### src/rtl/kcalc_pkg.sv
package kcalc_pkg;

	localparam int DEPTH      = 7;
	localparam int MAX_DIGITS = 3;
	localparam int KEY_W      = 8;
	localparam int FILL_W     = 3;
	localparam int OPND_W     = 10;
	localparam int VALUE_W    = 21;
	localparam int ND_W       = 2;
	localparam int DIV_CNT_W  = 4;

	localparam logic [KEY_W-1:0] KEY_EQ     = 8'd61;
	localparam logic [KEY_W-1:0] KEY_ADD    = 8'd43;
	localparam logic [KEY_W-1:0] KEY_SUB    = 8'd45;
	localparam logic [KEY_W-1:0] KEY_MUL    = 8'd42;
	localparam logic [KEY_W-1:0] KEY_DIV    = 8'd47;
	localparam logic [KEY_W-1:0] ASCII_ZERO = 8'd48;
	localparam logic [KEY_W-1:0] ASCII_NINE = 8'd57;

	typedef struct packed {
		logic append;
		logic start;
		logic scan_step;
		logic calc;
		logic div_step;
		logic emit;
	} kcalc_cmd_t;

	typedef struct packed {
		logic scan_end;
		logic eval_bad;
		logic op_div;
		logic div_last;
	} kcalc_stat_t;

endpackage

### src/rtl/keypad_calculator_engine.sv
// A key other than '=' only updates the buffer.
// An '=' request scans the keys held (0 to 7) one by one, computes the result,
// runs the bit-serial divide for a valid '/', and emits into the result register.
// Throughput: one key per cycle between evaluations; '=' blocks input until emit.
// Reset (arst_n low, asynchronous): buffer and fill count cleared, no result pending.
module keypad_calculator_engine (
	input  logic                                 clk,
	input  logic                                 arst_n,
	input  logic                                 in_valid,
	output logic                                 in_stall,
	input  logic [kcalc_pkg::KEY_W-1:0]          key_code,
	output logic                                 out_valid,
	input  logic                                 out_stall,
	output logic signed [kcalc_pkg::VALUE_W-1:0] value,
	output logic                                 bad_entry
);

	// Command and status between the sequencer and the datapath.
	// The sequencer owns the handshakes; the datapath owns the key buffer,
	// the parser, the add/sub/mul unit, the bit-serial divider and the
	// result register.
	kcalc_pkg::kcalc_cmd_t  cmd;
	kcalc_pkg::kcalc_stat_t stat;

	// Sequencer: idle accepts keys; '=' walks scan, compute, divide (valid '/' only), emit.
	// Emit waits while an earlier result is still stalled at the output.
	kcalc_ctrl u_ctrl (
		.clk       (clk),
		.arst_n    (arst_n),
		.in_valid  (in_valid),
		.in_stall  (in_stall),
		.key_code  (key_code),
		.out_valid (out_valid),
		.out_stall (out_stall),
		.stat      (stat),
		.cmd       (cmd)
	);

	// Datapath: the parser checks one buffer entry per cycle, building each
	// operand with a times-ten accumulate; division is restoring, one
	// quotient bit per cycle. Errors force the value to zero.
	kcalc_dp u_dp (
		.clk       (clk),
		.arst_n    (arst_n),
		.cmd       (cmd),
		.key_code  (key_code),
		.stat      (stat),
		.value     (value),
		.bad_entry (bad_entry)
	);

endmodule

### src/rtl/kcalc_dp.sv
module kcalc_dp (
	input  logic                                clk,
	input  logic                                arst_n,
	input  kcalc_pkg::kcalc_cmd_t               cmd,
	input  logic [kcalc_pkg::KEY_W-1:0]         key_code,
	output kcalc_pkg::kcalc_stat_t              stat,
	output logic signed [kcalc_pkg::VALUE_W-1:0] value,
	output logic                                bad_entry
);

	logic [kcalc_pkg::KEY_W-1:0]    buf_q [kcalc_pkg::DEPTH];
	logic [kcalc_pkg::FILL_W-1:0]   fill_q;
	logic [kcalc_pkg::FILL_W-1:0]   pos_q;
	logic                           phase_q;
	logic                           err_q;
	logic [kcalc_pkg::ND_W-1:0]     nd_q;
	logic [kcalc_pkg::OPND_W-1:0]   lhs_q;
	logic [kcalc_pkg::OPND_W-1:0]   rhs_q;
	logic [kcalc_pkg::KEY_W-1:0]    op_q;
	logic signed [kcalc_pkg::VALUE_W-1:0] res_q;
	logic [kcalc_pkg::OPND_W-1:0]   quo_q;
	logic [kcalc_pkg::OPND_W-1:0]   rem_q;
	logic [kcalc_pkg::DIV_CNT_W-1:0] dcnt_q;
	logic signed [kcalc_pkg::VALUE_W-1:0] value_q;
	logic                           bad_q;

	logic [kcalc_pkg::KEY_W-1:0]    cur_key;
	logic                           cur_digit;
	logic                           cur_op;
	logic [3:0]                     cur_val;
	logic [kcalc_pkg::OPND_W-1:0]   acc_in;
	logic [kcalc_pkg::OPND_W-1:0]   acc_next;
	logic [kcalc_pkg::OPND_W:0]     rem_shift;
	logic                           rem_ge;
	logic                           op_div;
	logic                           eval_bad;

	assign cur_key   = (pos_q < kcalc_pkg::FILL_W'(kcalc_pkg::DEPTH)) ? buf_q[pos_q] : '0;
	assign cur_digit = (cur_key >= kcalc_pkg::ASCII_ZERO) && (cur_key <= kcalc_pkg::ASCII_NINE);
	assign cur_op    = (cur_key == kcalc_pkg::KEY_ADD) || (cur_key == kcalc_pkg::KEY_SUB) ||
	                   (cur_key == kcalc_pkg::KEY_MUL) || (cur_key == kcalc_pkg::KEY_DIV);
	assign cur_val   = 4'(cur_key - kcalc_pkg::ASCII_ZERO);
	assign acc_in    = phase_q ? rhs_q : lhs_q;
	// times ten as two shifts and an add
	assign acc_next  = (acc_in << 3) + (acc_in << 1) + kcalc_pkg::OPND_W'(cur_val);

	assign op_div    = (op_q == kcalc_pkg::KEY_DIV);
	assign eval_bad  = err_q || !phase_q || (nd_q == '0) || (op_div && (rhs_q == '0));

	assign rem_shift = {rem_q[kcalc_pkg::OPND_W-1:0], quo_q[kcalc_pkg::OPND_W-1]};
	assign rem_ge    = (rem_shift >= {1'b0, rhs_q});

	assign stat.scan_end = (pos_q == fill_q);
	assign stat.eval_bad = eval_bad;
	assign stat.op_div   = op_div;
	assign stat.div_last = (dcnt_q == kcalc_pkg::DIV_CNT_W'(kcalc_pkg::OPND_W - 1));

	// key buffer: fill, then slide out the oldest entry once full
	always_ff @(posedge clk or negedge arst_n) begin
		if (!arst_n) begin
			fill_q <= '0;
			for (int i = 0; i < kcalc_pkg::DEPTH; i++) buf_q[i] <= '0;
		end else if (cmd.emit) begin
			fill_q <= '0;
			for (int i = 0; i < kcalc_pkg::DEPTH; i++) buf_q[i] <= '0;
		end else if (cmd.append) begin
			if (fill_q < kcalc_pkg::FILL_W'(kcalc_pkg::DEPTH)) begin
				buf_q[fill_q] <= key_code;
				fill_q        <= fill_q + 1'b1;
			end else begin
				for (int i = 0; i < kcalc_pkg::DEPTH - 1; i++) buf_q[i] <= buf_q[i+1];
				buf_q[kcalc_pkg::DEPTH-1] <= key_code;
			end
		end
	end

	// parser: one buffer entry per step
	always_ff @(posedge clk or negedge arst_n) begin
		if (!arst_n) begin
			pos_q   <= '0;
			phase_q <= 1'b0;
			err_q   <= 1'b0;
			nd_q    <= '0;
		end else if (cmd.start) begin
			pos_q   <= '0;
			phase_q <= 1'b0;
			err_q   <= 1'b0;
			nd_q    <= '0;
		end else if (cmd.scan_step) begin
			pos_q <= pos_q + 1'b1;
			if (!err_q) begin
				if (cur_digit) begin
					if (nd_q == kcalc_pkg::ND_W'(kcalc_pkg::MAX_DIGITS)) err_q <= 1'b1;
					else nd_q <= nd_q + 1'b1;
				end else if (!phase_q && cur_op && (nd_q != '0)) begin
					phase_q <= 1'b1;
					nd_q    <= '0;
				end else begin
					err_q <= 1'b1;
				end
			end
		end
	end

	always_ff @(posedge clk) begin
		if (cmd.start) begin
			lhs_q <= '0;
			rhs_q <= '0;
		end else if (cmd.scan_step && !err_q && cur_digit) begin
			if (phase_q) rhs_q <= acc_next;
			else lhs_q <= acc_next;
		end
		if (cmd.scan_step && !err_q && !phase_q && !cur_digit) op_q <= cur_key;
	end

	always_ff @(posedge clk) begin
		if (cmd.calc) begin
			unique case (op_q)
				kcalc_pkg::KEY_ADD: res_q <= kcalc_pkg::VALUE_W'(lhs_q) + kcalc_pkg::VALUE_W'(rhs_q);
				kcalc_pkg::KEY_SUB: res_q <= kcalc_pkg::VALUE_W'(lhs_q) - kcalc_pkg::VALUE_W'(rhs_q);
				kcalc_pkg::KEY_MUL: res_q <= kcalc_pkg::VALUE_W'(lhs_q) * kcalc_pkg::VALUE_W'(rhs_q);
				default:            res_q <= '0;
			endcase
			quo_q  <= lhs_q;
			rem_q  <= '0;
			dcnt_q <= '0;
		end else if (cmd.div_step) begin
			// restoring divide, one quotient bit per cycle
			rem_q  <= rem_ge ? kcalc_pkg::OPND_W'(rem_shift - {1'b0, rhs_q})
			                 : rem_shift[kcalc_pkg::OPND_W-1:0];
			quo_q  <= {quo_q[kcalc_pkg::OPND_W-2:0], rem_ge};
			dcnt_q <= dcnt_q + 1'b1;
		end
	end

	always_ff @(posedge clk) begin
		if (cmd.emit) begin
			bad_q <= eval_bad;
			if (eval_bad) value_q <= '0;
			else if (op_div) value_q <= kcalc_pkg::VALUE_W'(quo_q);
			else value_q <= res_q;
		end
	end

	assign value     = value_q;
	assign bad_entry = bad_q;

endmodule

### src/rtl/kcalc_ctrl.sv
module kcalc_ctrl (
	input  logic                        clk,
	input  logic                        arst_n,
	input  logic                        in_valid,
	output logic                        in_stall,
	input  logic [kcalc_pkg::KEY_W-1:0] key_code,
	output logic                        out_valid,
	input  logic                        out_stall,
	input  kcalc_pkg::kcalc_stat_t      stat,
	output kcalc_pkg::kcalc_cmd_t       cmd
);

	localparam logic [2:0] ST_IDLE = 3'd0;
	localparam logic [2:0] ST_SCAN = 3'd1;
	localparam logic [2:0] ST_CALC = 3'd2;
	localparam logic [2:0] ST_DIV  = 3'd3;
	localparam logic [2:0] ST_EMIT = 3'd4;

	logic [2:0] state_q;
	logic [2:0] state_nxt;
	logic       out_valid_q;
	logic       in_take;
	logic       out_free;

	assign in_stall = (state_q != ST_IDLE);
	assign in_take  = in_valid && !in_stall;
	assign out_free = !out_valid_q || !out_stall;

	always_comb begin
		cmd           = '0;
		state_nxt     = state_q;
		cmd.append    = in_take && (key_code != kcalc_pkg::KEY_EQ);
		cmd.start     = in_take && (key_code == kcalc_pkg::KEY_EQ);
		unique case (state_q)
			ST_IDLE: if (cmd.start) state_nxt = ST_SCAN;
			ST_SCAN: begin
				if (stat.scan_end) state_nxt = ST_CALC;
				else cmd.scan_step = 1'b1;
			end
			ST_CALC: begin
				cmd.calc  = 1'b1;
				state_nxt = (stat.op_div && !stat.eval_bad) ? ST_DIV : ST_EMIT;
			end
			ST_DIV: begin
				cmd.div_step = 1'b1;
				if (stat.div_last) state_nxt = ST_EMIT;
			end
			ST_EMIT: begin
				if (out_free) begin
					cmd.emit  = 1'b1;
					state_nxt = ST_IDLE;
				end
			end
			default: state_nxt = ST_IDLE;
		endcase
	end

	always_ff @(posedge clk or negedge arst_n) begin
		if (!arst_n) begin
			state_q     <= ST_IDLE;
			out_valid_q <= 1'b0;
		end else begin
			state_q     <= state_nxt;
			out_valid_q <= cmd.emit || (out_valid_q && out_stall);
		end
	end

	assign out_valid = out_valid_q;

endmodule

### config.mk
export PLATFORM = sky130hd
export DESIGN_NAME = keypad_calculator_engine
export DESIGN_NICKNAME = d
export VERILOG_FILES = /design/src/rtl/kcalc_pkg.sv /design/src/rtl/keypad_calculator_engine.sv /design/src/rtl/kcalc_dp.sv /design/src/rtl/kcalc_ctrl.sv
export SDC_FILE = /design/constraint.sdc
export NUM_CORES = 1
export LEC_CHECK = 0
export BUFFER_PORTS_ARGS = -buffer_cell sky130_fd_sc_hd__buf_2
export CORE_AREA = 2 2 156 219
export DETAILED_ROUTE_END_ITERATION = 12
export DIE_AREA = 0 0 158 221
export GPL_TIMING_DRIVEN = 0
export SYNTH_ARGS = -nofsm -noshare
export SYNTH_HDL_FRONTEND = slang
export SYNTH_SLANG_ARGS = --single-unit
### constraint.sdc
create_clock -name clk -period 5.6 [get_ports clk]
set_clock_uncertainty 0.05 [all_clocks]
set_input_delay 0.84 -clock clk [delete_from_list [all_inputs] [get_ports clk]]
set_output_delay 0.84 -clock clk [all_outputs]
set_load 0.03 [all_outputs]
==> run_results.csv, run 1 <==
group,metric,value,unit
status,status,"completed",
layout,syn_to_final_growth,13.7,%
layout,postLayoutCellArea,14800,um2
sta,tightest_slew,1.10,ns
synth,synth_nets,1553,
sta,post-route-min-period,5.41,ns
drt,vias,10400,
die,die_x,158,um
grt,antenna_found_initial,0,
critical_path,cp_cell_sequence,"clkbuf_16 -> nand2_4 -> fa_1 -> inv_1 -> fa_1 -> inv_2 -> fa_1 -> inv_1 -> fa_1 -> inv_2 -> fa_1 -> inv_2 -> ha_4 -> a21o_1 -> a2111o_1 -> o221ai_4 -> o211ai_1 -> a31oi_1 -> xnor2_1 -> o21ai_1",
power_and_ir_drop,comb_power_share,49.6,%
sta,hold_violations,0,
layout,utilization,44.7,%
clock_network,cts_tree,"built",
power_and_ir_drop,p_switching,2.51,mW
critical_path,critPathArrivalTime,5.53,ns
grt,grt_pass1_wl,58700,um
synth,ys_seq_area_share,32.8,%
clock_network,cts_root_buf,"clkbuf_16",
clock_network,cts_hold_buf,0,
grt,grt.busiest_layer,"met2",
synth,yosys.area.top_type,"edfxtp_1",
drt,totalWireLength,36700,um
synth,synth-edff-count,61,
synth,synth-seq-cells,165,
power_and_ir_drop,power.total,5.80,mW
synth,synth_top_family_by_area,"adder cells",
critical_path,worstSetupEndpointType,"flip-flop",
sta,max_slew_margin,26.3,%
power_and_ir_drop,seqPwrFrac,30.5,%
drt,viasPerCell,5.47,
synth,synthXorXnorAreaFrac,2.36,%
power_and_ir_drop,vdd_drop_max,0.272,mV
synth,yosys-top-cells-count,"148 x nand2_1, 134 x inv_1, 105 x ha_1, 93 x nor2_1, 70 x dfrtp_1",
sta,hold_ws,0.287,ns
place,dpl.hpwl,28900,um
power_and_ir_drop,p_int,3.30,mW
die,io-pin-count,36,
synth,syn_area_per_cell,9.49,um2
synth,synth_ff_type,"dfrtp_1",
sta,setup_slack,0.189,ns
grt,grt_util_met2,40.6,%
worst_hold_path,hold_class,"in -> async",
critical_path,cp_num_buf_inv,6,
grt,grt_max_degree,43,
synth,syn_inst,1369,
critical_path,critical_path.max_stage_delay,0.53,ns
grt,grt_usage,21.6,%
synth,synth_warnings,0,
sta,final_max_slew_viol_count,0,
critical_path,cpMostUsedCell,"fa_1",
power_and_ir_drop,swShare,43.2,%
place,place_area,13800,um2
sta,timing.fmax,185,MHz
grt,gr-total-overflow,0,
sta,fin_crit_sh,96.6,%
power_and_ir_drop,clkPwrFrac,19.9,%
layout,final_nets,1627,
drt,drt-initial-drc-count,619,
drt,drc_errors,0,
die,initial_core_util,39.3,%
drt,firstDrtPassIters,5,
layout,fillers,3208,
layout,final_layout_size_suffix_gt1_share,15.9,%
place,place_ws,-1.05,ns
synth,synth_area,13000,um2
critical_path,critPathKind,"reg -> reg",
synth,yosys.area.top_type_share,14.1,%
place,place.gp.congestion,0.891,
synth,yosysMostFrequentCell,"nand2_1",
critical_path,cp_data_required_time,5.72,ns
sta,setup_viol,0,
clock_network,clkLatencyLatePin,0.44,ns
power_and_ir_drop,pwr_density_cell,393,nW/um2
clock_network,path_clk_slew,0.07,ns
flow_run,cap_violations,0,
synth,synth_compound_area_share,15.2,%
die,die-area,34900,um2
grt,use_met3,2.70,%
critical_path,slowest_stage,"fa_1",
clock_network,cts_buffer_depth,2,
clock_network,cts_max_level,4,
synth,yosys.area_share.simple,16.2,%
synth,synthAdderAreaFrac,20.4,%
die,core,33000,um2
critical_path,critPathLaunchType,"flip-flop",
grt,use_met1,23.5,%
synth,async_flop_share,42.4,%
place,port_buffers,35,
critical_path,crit_fanout,7,
die,num_rows,79,
critical_path,critical_path.top_delay_family,"adder cells",
power_and_ir_drop,p_leak,6.66,nW
drt,ant_nets,0,
clock_network,numCtsBuffers,17,
synth,synthMuxAreaShare,6.81,%
drt,wl_per_cell,19.3,um
die,die_h,221,um
layout,diodes,0,
synth,synth_area_leaders,"edfxtp_1 14%, dfrtp_1 13%, fa_1 10%",
synth,synth.distinct_cells,82,
grt,grt_pass1_vias,10900,
clock_network,cts.sinks,165,
## placed cells by master, fill, tap and decap left out, drive strengths merged, types with 61 or more instances in the layout
master,count
nor2,93
inv,138
nand2,148
dfrtp,70
o21ai,80
clkbuf,65
edfxtp,61
ha,105
buf,77
fa,67
## worst reg2reg max path, delay by kind of cell (launching register included)
kind / cells / cell delay, ns
xor+xnor: 1 / 0.18
buf+inv: 6 / 0.38
flops: 1 / 0.37
compound gates: 6 / 1.35
simple gates: 1 / 0.05
fa+ha+maj: 6 / 2.77
## flip-flops by register name, summed over array words and instances, names as in the netlist
name	flops
u_dp.phase_q	1
u_dp.fill_q	3
u_ctrl.out_valid	1
u_dp.nd_q	2
u_dp.pos_q	3
u_dp.rem_q	10
u_dp.buf_q	56
u_dp.quo_q	10
u_dp.value	21
u_dp.dcnt_q	4
u_ctrl.state_q	3
u_dp.bad_entry	1
u_dp.res_q	21
u_dp.op_q	8
u_dp.lhs_q	10
u_dp.err_q	1
u_dp.rhs_q	10
## layout make-up
cell class / count / area, um2 / share of cell area [%]
repair buffers: 61 / 397 / 2.69
well taps: 445 / 557 / 3.77
plain buffers: 61 / 388 / 2.63
inverters: 135 / 510 / 3.46
flip-flops and latches: 165 / 4310 / 29.2
multi-input cells: 1002 / 8040 / 54.5
clock buffers: 20 / 478 / 3.24
clock inverters: 12 / 91.3 / 0.618
## stage by stage
stage | TNS (ns) | cells
after CTS | 0 | 1883
after global placement | -6.22 | 1849
after detailed placement | -6.88 | 1850
after global routing | -0.0122 | 1901
after floorplan | 0 | 1369
final | 0 | 1901
## routing by layer
layer  vias to the layer above  share of wire (%)
met1                      5099                 38
met4                         0                4.4
li1                       4951                  -
met5                         -                  0
met3                        93                2.9
met2                       255                 55
## logic make-up after synthesis
| logic type | count (synthesis) |
|---|---|
| AND/OR/NAND/NOR | 432 |
| AO/OA/AOI/OAI | 291 |
| buffers and inverters | 202 |
| adder cells (fa/ha/maj) | 172 |
| flip-flops | 165 |
| multiplexers | 72 |
| XOR/XNOR | 35 |
## timing repair
action,4_1_cts,5_1_grt
gates resized for setup,63,37
setup buffers,4,21
endpoints found under the setup margin,11,6
hold endpoints to repair,0,0
gates cloned,0,0
pin swaps,6,21
## power groups by stage
stage	sequential (mW)	clock (mW)	combinational (mW)
floorplan	1.73	0	2.03
global placement	1.78	0	2.72
detailed placement	1.79	0	2.77
CTS	1.77	1.17	2.83
global route	1.80	1.22	3.19
finish	1.77	1.15	2.88
## path summary, 6_finish.rpt
kind	cells past startpoint	endpoint	startpoint	slack (ns)
max	20	u_dp.res_q[19]$_SDFFCE_PN0P_	u_dp.rhs_q[3]$_SDFFE_PP0P_	0.19
min	1	u_dp.buf_q[19]$_DFFE_PN0P_	arst_n	0.29
max reg2reg	20	u_dp.res_q[19]$_SDFFCE_PN0P_	u_dp.rhs_q[3]$_SDFFE_PP0P_	0.19
min reg2reg	2	u_dp.rem_q[8]$_SDFFE_PP0P_	u_dp.rem_q[8]$_SDFFE_PP0P_	0.44
max in group asynchronous	2	u_ctrl.state_q[2]$_DFFE_PN0P_	arst_n	4.64
min in group clk	2	u_dp.rem_q[8]$_SDFFE_PP0P_	u_dp.rem_q[8]$_SDFFE_PP0P_	0.44
Power figures use the tool's default switching activity.
==> inputs of run 2 (changes only) <==
Settings changed: CELL_PAD_IN_SITES_DETAIL_PLACEMENT set to 0, CELL_PAD_IN_SITES_GLOBAL_PLACEMENT set to 1, PLACE_DENSITY_LB_ADDON set to 0.1.
==> run_results.csv, run 2 (same netlist as run 1, synthesis figures left out) <==
group,metric,value,unit
status,status,"completed",
sta,setup_viol,0,
grt,antenna_found_initial,0,
drt,wl_met3,969,um
drt,viasPerCell,5.49,
sta,fin_crit_sh,97.3,%
layout,syn_to_final_growth,13.4,%
critical_path,critical_path.top_delay_family,"adder cells",
critical_path,cp_cell_sequence,"clkbuf_8 -> nand2_1 -> fa_1 -> fa_1 -> inv_1 -> fa_1 -> fa_1 -> inv_1 -> fa_1 -> inv_1 -> ha_4 -> and3_1 -> a2111o_1 -> o221ai_4 -> o31ai_1 -> o21ai_0 -> xor2_1 -> o21ai_0",
place,dpl.hpwl,32800,um
clock_network,cts.sinks,165,
drt,top_layer,"met4",
layout,layout_common_cells,"147 x nand2_1, 129 x inv_1, 101 x ha_1, 93 x nor2_1, 70 x dfrtp_1",
layout,final_common_cell,"nand2_1",
sta,timing.fmax,184,MHz
power_and_ir_drop,power.total,5.94,mW
die,io-pin-count,36,
die,die_h,221,um
layout,largest_register_ffs,56,
sta,post-route-min-period,5.45,ns
critical_path,critPathKind,"reg -> reg",
die,die-area,34900,um2
grt,grt_usage,24.6,%
critical_path,cpMostUsedCell,"fa_1",
drt,vias,10400,
clock_network,cts_tree,"built",
sta,max_slew_margin,22.0,%
critical_path,crit_fanout,10,
drt,drc_errors,0,
critical_path,critical_path.max_stage_delay,0.55,ns
layout,final_nets,1619,
clock_network,cts_buffer_depth,2,
sta,rsz0062_at_grt,"no",
drt,ant_nets,0,
layout,postLayoutCellArea,14700,um2
clock_network,numCtsBuffers,17,
sta,final_max_slew_viol_count,0,
power_and_ir_drop,vdd_drop_max,0.222,mV
clock_network,cts_max_level,4,
drt,firstDrtPassIters,7,
clock_network,cts_root_buf,"clkbuf_16",
clock_network,cts_hold_buf,0,
grt,gr-total-overflow,0,
place,place_area,13800,um2
critical_path,cp_num_buf_inv,4,
critical_path,critPathLaunchType,"flip-flop",
layout,seq_area,4300,um2
die,num_rows,79,
worst_hold_path,hold_class,"in -> async",
drt,wirelength_met1,15100,um
drt,wl_met2,23300,um
sta,tightest_slew,1.16,ns
place,port_buffers,35,
drt,drt-initial-drc-count,594,
drt,totalWireLength,41700,um
grt,grt_pass1_wl,64100,um
critical_path,cp_data_required_time,5.75,ns
layout,multiInputGateArea,8050,um2
power_and_ir_drop,pwr_density_cell,403,nW/um2
die,die_x,158,um
critical_path,worstSetupEndpointType,"flip-flop",
die,core,33000,um2
clock_network,path_clk_slew,0.07,ns
layout,largest-register,"u_dp.buf_q",
place,place.gp.congestion,0.895,
sta,hold_violations,0,
die,initial_core_util,39.3,%
grt,grt_max_degree,56,
power_and_ir_drop,p_leak,6.62,nW
drt,wl_per_cell,22.0,um
critical_path,slowest_stage,"fa_1",
layout,final_layout_size_suffix_gt1_share,15.1,%
layout,diodes,0,
grt,grt_pass1_vias,10900,
critical_path,critPathArrivalTime,5.59,ns
flow_run,cap_violations,0,
clock_network,clkLatencyLatePin,0.46,ns
layout,fillers,3343,
==> run 2: changes by cell type in the layout (fill, tap and decap cells not counted), moves of 2 or more <==
cell,before,now
clkbuf_4,2,0
buf_4,27,19
clkbuf_1,34,37
clkinv_2,2,0
inv_6,4,6
inv_8,0,2
==> run 2: worst paths after layout <==
check | startpoint | endpoint | slack [ns] | cells after the start
setup / recovery | u_dp.rhs_q[9]$_SDFFE_PP0P_ | u_dp.res_q[15]$_SDFFCE_PN0P_ | 0.15 | 18
hold / removal | arst_n | u_dp.buf_q[52]$_DFFE_PN0P_ | 0.20 | 1
setup reg to reg | u_dp.rhs_q[9]$_SDFFE_PP0P_ | u_dp.res_q[15]$_SDFFCE_PN0P_ | 0.15 | 18
hold reg to reg | u_dp.rem_q[9]$_SDFFE_PP0P_ | u_dp.rem_q[9]$_SDFFE_PP0P_ | 0.45 | 1
max in group asynchronous | arst_n | u_dp.fill_q[1]$_DFFE_PN0P_ | 4.74 | 2
min in group clk | u_dp.rem_q[9]$_SDFFE_PP0P_ | u_dp.rem_q[9]$_SDFFE_PP0P_ | 0.45 | 1
==> run 2: metrics by stage <==
step / TNS [ns] / utilization [%] / std cells / hold slack, ns / setup WS, ns
floorplan: 0 / - / 1369 / 0.398 / 0.0000657
global placement: -7.07 / 41.6 / 1849 / 0.416 / -0.953
detailed placement: -6.98 / 41.7 / 1851 / 0.419 / -0.959
CTS: 0 / 44.2 / 1886 / 0.195 / 0.0104
global route: 0 / 44.6 / 1893 / 0.210 / 0.0199
finish: 0 / 44.6 / 1893 / 0.202 / 0.152
==> run 2: layout make-up <==
type / instances / area share, %
Multi-Input combinational cell: 1002 / 54.7
Tap cell: 445 / 3.78
Buffer: 64 / 2.85
Clock buffer: 19 / 2.94
Inverter: 135 / 3.49
Timing Repair Buffer: 50 / 2.13
Clock inverter: 13 / 0.934
Sequential cell: 165 / 29.2
==> run 2: repair_timing <==
| action | 4_1_cts | 5_1_grt |
|---|---|---|
| pin swaps | 6 | 17 |
| endpoints found under the setup margin | 11 | 7 |
| setup buffers | 4 | 8 |
| cloned | 0 | 1 |
| hold endpoints to repair | 0 | 0 |
| resized for setup | 75 | 24 |
==> run 2: report_power, final <==
part / internal [mW] / switching, mW
combinational: 1.11 / 1.84
sequential: 1.54 / 0.268
clock: 0.628 / 0.550
total: 3.28 / 2.66
==> run 2: routing by layer <==
layer  up-vias  global-route usage [%]
li1       4936                       -
met1      5126                    25.5
met2       231                    47.1
met3        98                    2.55
met4         0                    13.6
met5         -                       0
